**src/rtl/seu_pkg.sv**
```systemverilog
// Package for the stack expression unit: command codes, status codes, sizes.
// Used by seu_alu and stack_expression_unit_top; depends on nothing.
package seu_pkg;
	localparam int STACK_WORDS = 64;
	localparam int AW = $clog2(STACK_WORDS);
	localparam int LW = 7;

	typedef enum logic [4:0] {
		CMD_START = 5'd0, CMD_PRESET = 5'd1, CMD_PUSH = 5'd2, CMD_GET = 5'd3,
		CMD_SET = 5'd4, CMD_ADD = 5'd5, CMD_SUB = 5'd6, CMD_MUL = 5'd7,
		CMD_SHL = 5'd8, CMD_SHR = 5'd9, CMD_OR = 5'd10, CMD_AND = 5'd11,
		CMD_EQ = 5'd12, CMD_LT = 5'd13, CMD_GT = 5'd14, CMD_LOR = 5'd15,
		CMD_LAND = 5'd16, CMD_DIV = 5'd17, CMD_CADD = 5'd18, CMD_CSUB = 5'd19,
		CMD_CDIV = 5'd20, CMD_CMUL = 5'd21, CMD_NOT = 5'd22, CMD_SEL = 5'd23
	} cmd_t;

	typedef enum logic [1:0] {
		ST_OK = 2'd0, ST_UNDER = 2'd1, ST_OVER = 2'd2, ST_SLOT = 2'd3
	} status_t;

	typedef enum logic [2:0] {
		S_IDLE, S_READ, S_EXEC, S_ALU, S_TOP, S_OUT
	} state_t;

	typedef struct packed {
		logic [4:0] op;
		logic [31:0] a;
		logic [31:0] b;
	} alu_req_t;
endpackage

```
**src/rtl/seu_alu.sv**
```systemverilog
// Binary operator unit of the stack expression unit, multi-cycle.
// Iterative dividers for word and colour divide; depends on seu_pkg.
module seu_alu (
	input  logic              clk,
	input  logic              arst_n,
	input  logic              start,
	input  seu_pkg::alu_req_t req,
	output logic              done,
	output logic [31:0]       result
);
	logic              busy_q;
	logic [5:0]        cnt_q;
	seu_pkg::alu_req_t r_q;
	logic [31:0]       quo_q, rem_q;
	logic [7:0]        cq_q [3];
	logic [7:0]        cr_q [3];
	logic [32:0]       rem_sh;
	logic [33:0]       rem_sub;
	logic [31:0]       comb_res;
	logic [8:0]        cr_sh [3];
	logic [8:0]        cr_sub [3];
	logic [15:0]       prod [3];
	logic [8:0]        sum [3];
	logic [31:0]       mprod;
	logic              iter_op;

	assign iter_op = (req.op == seu_pkg::CMD_DIV) || (req.op == seu_pkg::CMD_CDIV);
	assign rem_sh = {rem_q, quo_q[31]};
	assign rem_sub = {1'b0, rem_sh} - {2'b0, r_q.b};
	assign mprod = r_q.a * r_q.b;

	always_comb begin
		for (int i = 0; i < 3; i++) begin
			cr_sh[i] = {cr_q[i], cq_q[i][7]};
			cr_sub[i] = cr_sh[i] - {1'b0, r_q.b[8*i +: 8]};
			sum[i] = {1'b0, r_q.a[8*i +: 8]} + {1'b0, r_q.b[8*i +: 8]};
			prod[i] = r_q.a[8*i +: 8] * r_q.b[8*i +: 8];
		end
	end

	always_comb begin
		comb_res = '0;
		unique case (r_q.op)
			seu_pkg::CMD_ADD:  comb_res = r_q.a + r_q.b;
			seu_pkg::CMD_SUB:  comb_res = r_q.a - r_q.b;
			seu_pkg::CMD_MUL:  comb_res = mprod;
			seu_pkg::CMD_SHL:  comb_res = (r_q.b >= 32'd32) ? '0 : r_q.a << r_q.b[4:0];
			seu_pkg::CMD_SHR:  comb_res = (r_q.b >= 32'd32) ? '0 : r_q.a >> r_q.b[4:0];
			seu_pkg::CMD_OR:   comb_res = r_q.a | r_q.b;
			seu_pkg::CMD_AND:  comb_res = r_q.a & r_q.b;
			seu_pkg::CMD_EQ:   comb_res = {31'd0, r_q.a == r_q.b};
			seu_pkg::CMD_LT:   comb_res = {31'd0, r_q.a < r_q.b};
			seu_pkg::CMD_GT:   comb_res = {31'd0, r_q.a > r_q.b};
			seu_pkg::CMD_LOR:  comb_res = {31'd0, (r_q.a != 0) || (r_q.b != 0)};
			seu_pkg::CMD_LAND: comb_res = {31'd0, (r_q.a != 0) && (r_q.b != 0)};
			seu_pkg::CMD_DIV:  comb_res = (r_q.b == 0) ? '1 : quo_q;
			seu_pkg::CMD_CADD:
				for (int i = 0; i < 3; i++)
					comb_res[8*i +: 8] = sum[i][8] ? 8'hFF : sum[i][7:0];
			seu_pkg::CMD_CSUB:
				for (int i = 0; i < 3; i++)
					comb_res[8*i +: 8] = (r_q.a[8*i +: 8] > r_q.b[8*i +: 8]) ?
						r_q.a[8*i +: 8] - r_q.b[8*i +: 8] : 8'd0;
			seu_pkg::CMD_CDIV:
				for (int i = 0; i < 3; i++)
					comb_res[8*i +: 8] = (r_q.b[8*i +: 8] == 0) ? 8'hFF : cq_q[i];
			default:
				for (int i = 0; i < 3; i++)
					comb_res[8*i +: 8] = (prod[i][15:8] != 0) ? 8'hFF : prod[i][7:0];
		endcase
	end

	always_ff @(posedge clk or negedge arst_n) begin
		if (!arst_n) begin
			busy_q <= 1'b0;
			done <= 1'b0;
			cnt_q <= '0;
		end else begin
			done <= 1'b0;
			if (start) begin
				busy_q <= 1'b1;
				cnt_q <= iter_op ? ((req.op == seu_pkg::CMD_DIV) ? 6'd32 : 6'd8) : 6'd0;
			end else if (busy_q) begin
				if (cnt_q == 0) begin
					busy_q <= 1'b0;
					done <= 1'b1;
				end else begin
					cnt_q <= cnt_q - 6'd1;
				end
			end
		end
	end

	always_ff @(posedge clk) begin
		if (start) begin
			r_q <= req;
			quo_q <= req.a;
			rem_q <= '0;
			for (int i = 0; i < 3; i++) begin
				cq_q[i] <= req.a[8*i +: 8];
				cr_q[i] <= '0;
			end
		end else if (busy_q && cnt_q != 0) begin
			if (rem_sub[33]) begin
				rem_q <= rem_sh[31:0];
				quo_q <= {quo_q[30:0], 1'b0};
			end else begin
				rem_q <= rem_sub[31:0];
				quo_q <= {quo_q[30:0], 1'b1};
			end
			for (int i = 0; i < 3; i++) begin
				if (cr_sub[i][8]) begin
					cr_q[i] <= cr_sh[i][7:0];
					cq_q[i] <= {cq_q[i][6:0], 1'b0};
				end else begin
					cr_q[i] <= cr_sub[i][7:0];
					cq_q[i] <= {cq_q[i][6:0], 1'b1};
				end
			end
		end
		if (busy_q && cnt_q == 0) result <= comb_res;
	end
endmodule

```
**config.mk**
```make
export PLATFORM = sky130hd
export DESIGN_NAME = seu_alu
export DESIGN_NICKNAME = d
export VERILOG_FILES = /design/src/rtl/seu_pkg.sv /design/src/rtl/seu_alu.sv
export SDC_FILE = /design/constraint.sdc
export NUM_CORES = 2
export LEC_CHECK = 0
export ABC_CLOCK_PERIOD_IN_PS = 11200
export BUFFER_PORTS_ARGS = -buffer_cell sky130_fd_sc_hd__buf_2
export CAP_MARGIN = 20
export CORE_UTILIZATION = 50
export CTS_CLUSTER_DIAMETER = 50
export DETAILED_ROUTE_END_ITERATION = 8
export PLACE_DENSITY_LB_ADDON = 0.1
export SLEW_MARGIN = 5
export SYNTH_ARGS = -nofsm -noshare
export SYNTH_HDL_FRONTEND = slang
export SYNTH_SLANG_ARGS = --single-unit
```
**constraint.sdc**
```tcl
create_clock -name clk -period 11.2 [get_ports clk]
set_input_delay 1.68 -clock clk [delete_from_list [all_inputs] [get_ports clk]]
set_output_delay 1.68 -clock clk [all_outputs]
set_load 0.1 [all_outputs]
```
**Yosys cells after proc, flatten, opt, wreduce, memory -nomap -nowiden**

Memory sizes are Yosys's and may differ from the RTL's.
Cells that the tools add are included.

- Add/subtract/negate cells: 13
- $mul: 4
- Order comparisons: 6
- Eq/ne operators: 20
- Shift operators: 2
- Muxes and demuxes: 70
- Bitwise gates (word level): 14
- Reduce and logical (&&, ||, !) cells: 19

Operator list:

| cell | number |
|---|---|
| case mux 24 bit (16 select lines) | 1 |
| 2-to-1 mux 32 bit | 6 |
| 2-to-1 mux 8 bit | 24 |
| case mux 8 bit (8 select lines) | 1 |
| nonzero test 32 bit | 2 |
| multiplier 8 x 8 -> 16 bit | 3 |
| == test 5 x 4 -> 1 bit (second input constant) | 8 |
| == test 5 bit (second input constant) | 7 |
| subtractor 33 x 32 -> 34 bit | 1 |
| 2-to-1 mux 1 bit | 33 |
| adder 32 bit | 1 |
| bitwise AND 32 bit | 1 |
| == test 32 bit | 1 |
| greater-or-equal comparator 32 x 6 -> 1 bit (second input constant) | 1 |
| > comparator 32 bit | 1 |
| logical NOT 32 bit | 1 |
| < comparator 32 bit | 1 |
| multiplier 32 x 32 -> 32 bit | 1 |
| OR 32 bit | 1 |
| left shift 32 x 5 -> 32 bit | 1 |
| right shift 32 x 5 -> 32 bit | 1 |
| subtractor 32 bit | 1 |
| 2-to-1 mux 6 bit | 5 |
| adder 8 x 8 -> 9 bit | 3 |
| 15 further kinds | 42 |

- Bits in registers: 173
- Memory bits (writable): 48
- Memories: 2

Memory list:

| name | words | bits a word | rd ports | clocked after Yosys merged registers in | write ports | line | RTL |
|---|---|---|---|---|---|---|---|
| cq_q | 3 | 8 | 3 | 0 | 3 | seu_alu.sv:15 | `logic [7:0] cq_q [3];` |
| cr_q | 3 | 8 | 3 | 0 | 3 | seu_alu.sv:16 | `logic [7:0] cr_q [3];` |

**Longest topological paths before layout**

- Depth in word-level cells: 7
- Depth in mapped cells: 33
- Gate-level depth less buffers: 27

**Worst setup path after synthesis**

Ideal clock, no wire load.

- Kind: register to register
- Start point: register r_q[2] (netlist name)
- End point: register result[29], data pin
- Arrival: 8.139 ns
- Setup slack: 2.803 ns
- Stages on the path, launching flop included: 29
- Path buffers: 4
- Clock period less this slack: 8.397 ns
- Path through: edfxtp_1 > buf_2 > inv_2 > buf_1 > clkbuf_1 > buf_1 > nor2_1 > fa_1 > inv_1 > fa_1 > fa_1 > fa_1 > inv_1 > fa_1 > inv_1 > fa_1 > inv_1 > fa_1 > fa_1 > ha_1 > a21o_1 > a211o_1 > nor3_1 > o2111a_1 > nor2_1 > a41oi_1 > o21ai_0 > xor2_1 > a211o_1

- Word-level cells in the longest chain between the ends: 3
- Elaborated cells between the ends (all ways): 11

RTL lines:

| what | line | RTL |
|---|---|---|
| start: declaration | seu_alu.sv:13 | `seu_pkg::alu_req_t r_q;` |
| start signal: assignment | seu_alu.sv:96 | `r_q <= req;` |
| parallel branches: the longest is 2 deep, another holds multiplier 32 x 32 -> 32 bit | -- |  |
| case mux 8 bit (8 select lines) * | seu_alu.sv:43 | `unique case (r_q.op)` |
| via comb_res[29] | seu_alu.sv:19 | `logic [31:0] comb_res;` |
| end signal: assignment | seu_alu.sv:121 | `if (busy_q && cnt_q == 0) result <= comb_res;` |
| end: declaration | seu_alu.sv:9 | `output logic [31:0] result` |

Mark *: on every way through the listed nets, which the timed path passes.
A chain may end at the register's enable or synchronous reset.

**Worst setup path in the final report**

- Start point: register r_q[48] (netlist name)
- End point: register result[26], data pin

- Word-level cells in the longest chain between the ends: 3
- Elaborated cells between the ends (all ways): 8

RTL lines:

| what | line |
|---|---|
| parallel branches: the longest is 2 deep, another holds multiplier 32 x 32 -> 32 bit | -- |
| case mux 8 bit (8 select lines) * | seu_alu.sv:43 |
| via comb_res[26] | seu_alu.sv:19 |

Marked as above.

==> flow_results.xml <==
<?xml version="1.0" encoding="UTF-8"?>
<metrics>
  <group name="outcome">
    <metric name="result_of_the_run" unit="">complete, no violations</metric>
  </group>
  <group name="timing">
    <metric name="finalMaxSlewViolations" unit="">0</metric>
    <metric name="worst_slew_pin_slew" unit="ns">1.25</metric>
    <metric name="timing.clock.skew" unit="ns">0.0384</metric>
    <metric name="fin_tns_setup" unit="ns">0</metric>
    <metric name="setup_viol_count_final" unit="">0</metric>
    <metric name="max_clock_freq" unit="GHz">0.108</metric>
    <metric name="timing.max_slew.rel_slack" unit="%">15.6</metric>
    <metric name="finalHoldViolations" unit="">0</metric>
    <metric name="min_period_over_period" unit="%">82.8</metric>
    <metric name="rsz0062_at_grt" unit="">false</metric>
    <metric name="period_minus_slack" unit="ns">9.28</metric>
  </group>
  <group name="critical_path">
    <metric name="cp.depth" unit="">23</metric>
    <metric name="timing.critical_path.required" unit="ns">11.53</metric>
    <metric name="setup.worst_path.start" unit="">r_q[48]</metric>
    <metric name="path_max_fanout" unit="">20</metric>
    <metric name="cp_slowest_cell" unit="">sky130_fd_sc_hd__clkinv_1</metric>
    <metric name="worstPathCellList" unit="">clkinv_1, nor2_1, fa_1, fa_1, fa_1, inv_1, fa_1, inv_1, fa_1, fa_1, fa_1, fa_1, ha_1, a21o_1, a211oi_1, o2111ai_1, a211oi_1, o21bai_1, a21oi_1, or2_2, mux2_2, nor2_1, a2111o_1</metric>
    <metric name="critical_path_arrival" unit="ns">9.61</metric>
    <metric name="critical_path.n_buffers_inverters" unit="">3</metric>
    <metric name="worst_path_most_repeated_cell" unit="">sky130_fd_sc_hd__fa_1</metric>
    <metric name="worstSetupStartpointType" unit="">flip-flop</metric>
    <metric name="r2r.worst_path.cells" unit="">23</metric>
    <metric name="crit_path_max_incr_delay" unit="ns">1.04</metric>
    <metric name="r2r-start" unit="">r_q[48]</metric>
    <metric name="r2r-end" unit="">result[26]</metric>
    <metric name="setup_crit_path_kind" unit="">reg -&gt; reg</metric>
    <metric name="rrSetupSlack" unit="ns">1.92</metric>
    <metric name="endpoint" unit="">result[26]</metric>
    <metric name="cpLargestDelayFamily" unit="">adder cells</metric>
    <metric name="kind_of_end_point_of_the_critical_path" unit="">flip-flop</metric>
  </group>
  <group name="clocking">
    <metric name="tritoncts" unit="">done</metric>
    <metric name="h_tree_lvl_count" unit="">1</metric>
    <metric name="clock_tree.buffer_depth" unit="">3</metric>
    <metric name="cts_sinks" unit="">221</metric>
    <metric name="hold_buffers" unit="">0</metric>
    <metric name="tritoncts.num_buffers" unit="">31</metric>
    <metric name="cts.repair.resized" unit="">0</metric>
    <metric name="post_cts_setup_buffers" unit="">0</metric>
    <metric name="cts_root_buf" unit="">sky130_fd_sc_hd__clkbuf_16</metric>
    <metric name="clock_latency" unit="ns">0.62</metric>
    <metric name="clk_pin_slew_worst_paths" unit="ns">0.06</metric>
  </group>
  <group name="routing">
    <metric name="drt-wirelength-per-cell" unit="um">29.8</metric>
    <metric name="highest-signal-layer" unit="">met5</metric>
    <metric name="finalWirelength" unit="um">173000</metric>
    <metric name="met2RoutedLength" unit="um">71700</metric>
    <metric name="final_antenna_net_count" unit="">0</metric>
    <metric name="wl_met3" unit="um">21700</metric>
    <metric name="drt_first_pass_iters" unit="">8</metric>
    <metric name="number_of_vias_after_detailed_routing" unit="">36800</metric>
    <metric name="drt_iter0_drc" unit="">4315</metric>
    <metric name="met1Wirelength" unit="um">68500</metric>
    <metric name="route.detailed.vias_per_inst" unit="">6.36</metric>
    <metric name="drc_errors" unit="">0</metric>
  </group>
  <group name="synth">
    <metric name="synthesis.area_per_instance" unit="sq um">8.64</metric>
    <metric name="postSynthRegisterBits" unit="">221</metric>
    <metric name="synth_most_common_cell" unit="">sky130_fd_sc_hd__inv_1</metric>
    <metric name="syn_inst" unit="">4688</metric>
    <metric name="yosys-top-cells-area" unit="">sky130_fd_sc_hd__fa_1, sky130_fd_sc_hd__edfxtp_1, sky130_fd_sc_hd__ha_1</metric>
    <metric name="synth-seq-area-share" unit="%">15.5</metric>
    <metric name="top_area_cell_type_share_of_the_netlist_area" unit="%">25.4</metric>
    <metric name="synth_cell_type_count" unit="">89</metric>
    <metric name="synth-edff-count" unit="">180</metric>
    <metric name="mappedNetlistArea" unit="sq um">40500</metric>
    <metric name="synth.yosys.warnings" unit="">0</metric>
    <metric name="mappedNetlistNets" unit="">5658</metric>
    <metric name="synth.cells.most_frequent" unit="">sky130_fd_sc_hd__inv_1, sky130_fd_sc_hd__nor2_1, sky130_fd_sc_hd__fa_1, sky130_fd_sc_hd__nand2_1, sky130_fd_sc_hd__ha_1</metric>
    <metric name="synth_flop_cell" unit="">sky130_fd_sc_hd__edfxtp_1</metric>
    <metric name="synth_top_cell_by_area" unit="">sky130_fd_sc_hd__fa_1</metric>
    <metric name="synth_async_sr_flop_share" unit="%">3.62</metric>
  </group>
  <group name="min_path">
    <metric name="hold_path_class" unit="">reg -&gt; reg</metric>
    <metric name="min-delay-start" unit="">rem_q[27]</metric>
  </group>
  <group name="placed_design">
    <metric name="dpl.cell_count" unit="">5722</metric>
    <metric name="dpl_cell_area" unit="sq um">42400</metric>
    <metric name="place.gp.congestion" unit="">1.06</metric>
    <metric name="numPortBuffers" unit="">104</metric>
    <metric name="dp.final_hpwl" unit="um">131000</metric>
  </group>
  <group name="global_routing">
    <metric name="grt_pass1_vias" unit="">35800</metric>
    <metric name="globalRoute.totalOverflow" unit="">0</metric>
    <metric name="antenna_found_initial" unit="">12</metric>
    <metric name="grt_first_pass_wirelength" unit="um">249000</metric>
    <metric name="grt.total_usage" unit="%">42.0</metric>
    <metric name="grt_max_degree" unit="">82</metric>
  </group>
  <group name="floorplanning">
    <metric name="core_region_area" unit="sq um">80300</metric>
    <metric name="floorplan.die.width" unit="um">287</metric>
    <metric name="row_count" unit="">104</metric>
    <metric name="boundaryPins" unit="">105</metric>
    <metric name="floorplan.initialDensity" unit="%">50.5</metric>
    <metric name="die_area" unit="sq um">82200</metric>
    <metric name="floorplan.die.height" unit="um">287</metric>
  </group>
  <group name="finish">
    <metric name="final_layout_size_suffix_gt1_share" unit="%">8.87</metric>
    <metric name="area_delta_synth_final" unit="%">7.35</metric>
    <metric name="num-nets-final" unit="">5667</metric>
    <metric name="final.fill_count" unit="">7643</metric>
    <metric name="post-route-cell-area" unit="sq um">43500</metric>
    <metric name="layoutNonFillerInstCount" unit="">5787</metric>
  </group>
  <group name="run">
    <metric name="cap_viol_max_count" unit="">0</metric>
  </group>
</metrics>
worst min path at each step:
| stage | endpoint | depth (start not counted) |
|---|---|---|
| 6_report | rem_q[27] | 2 |
| 5_1_grt | rem_q[27] | 2 |
| 3_5_place_dp | rem_q[27] | 2 |
| 3_3_place_gp | rem_q[27] | 2 |
| 4_1_cts | rem_q[27] | 2 |
| 2_1_floorplan | rem_q[27] | 2 |
state kept, by name, indices dropped and copies added, names as in the netlist:
signal / flops
cq_q: 24
rem_q: 32
quo_q: 32
busy_q: 1
cnt_q: 6
result: 32
r_q: 69
done: 1
cr_q: 24
cells in the final DEF (no fill, tap or decap), drive strengths merged, types with 53 or more instances in the layout:
master / synthesis / layout
buf: 68 / 224
a211oi: 53 / 53
o21ai: 238 / 238
ha: 384 / 384
nand2: 415 / 415
edfxtp: 180 / 180
nor3: 60 / 60
mux2i: 70 / 70
a21oi: 227 / 227
xnor2: 128 / 128
inv: 700 / 704
nor2: 665 / 665
fa: 514 / 514
worst min-delay path, stage by stage, from the launching register on:
cell                      delay [ns]
sky130_fd_sc_hd__dfxtp_1        0.32
sky130_fd_sc_hd__nand2_1        0.05
sky130_fd_sc_hd__o21ai_0        0.06
cell type report:
type	instances	area, sq um	share of cell area (%)
Timing Repair Buffer	224	1460	3.37
Antenna cell	5	12.5	0.0288
Sequential cell	221	6270	14.4
Tap cell	1060	1330	3.05
Clock inverter	26	293	0.673
Multi-Input combinational cell	3505	30700	70.5
Clock buffer	32	790	1.82
Inverter	714	2680	6.17
metrics by stage:
| stage | hold WS [ns] | util [%] | setup slack, ns |
|---|---|---|---|
| after floorplan | 0.443 | - | 2.80 |
| after global placement | 0.476 | 52.7 | 2.35 |
| after detailed placement | 0.487 | 52.8 | 2.24 |
| after CTS | 0.495 | 54.1 | 2.15 |
| after global routing | 0.525 | 54.1 | 1.80 |
| final | 0.488 | 54.2 | 1.92 |
cells by family (layout without fill, tap and decap cells):
kind of cell	after synthesis	in the layout	share of synthesized area, %
AND/OR/NAND/NOR	1359	1359	14.2
buffers and inverters	962	996	9.04
AO/OA/AOI/OAI	923	923	14.9
adder cells (fa/ha/maj)	898	898	37.3
flip-flops	221	221	15.5
XOR/XNOR	169	169	3.65
multiplexers	156	156	5.48
other	0	5	0
layer usage:
layer,GRT usage [%],vias up
met3,11.7,554
met4,21.0,12
met5,0.872,-
met1,57.3,18100
li1,-,15700
met2,61.0,2417
Power is left out: the tool's default activity adds up to more than one toggle a clock period on the data nets, which glitch-free logic cannot reach.
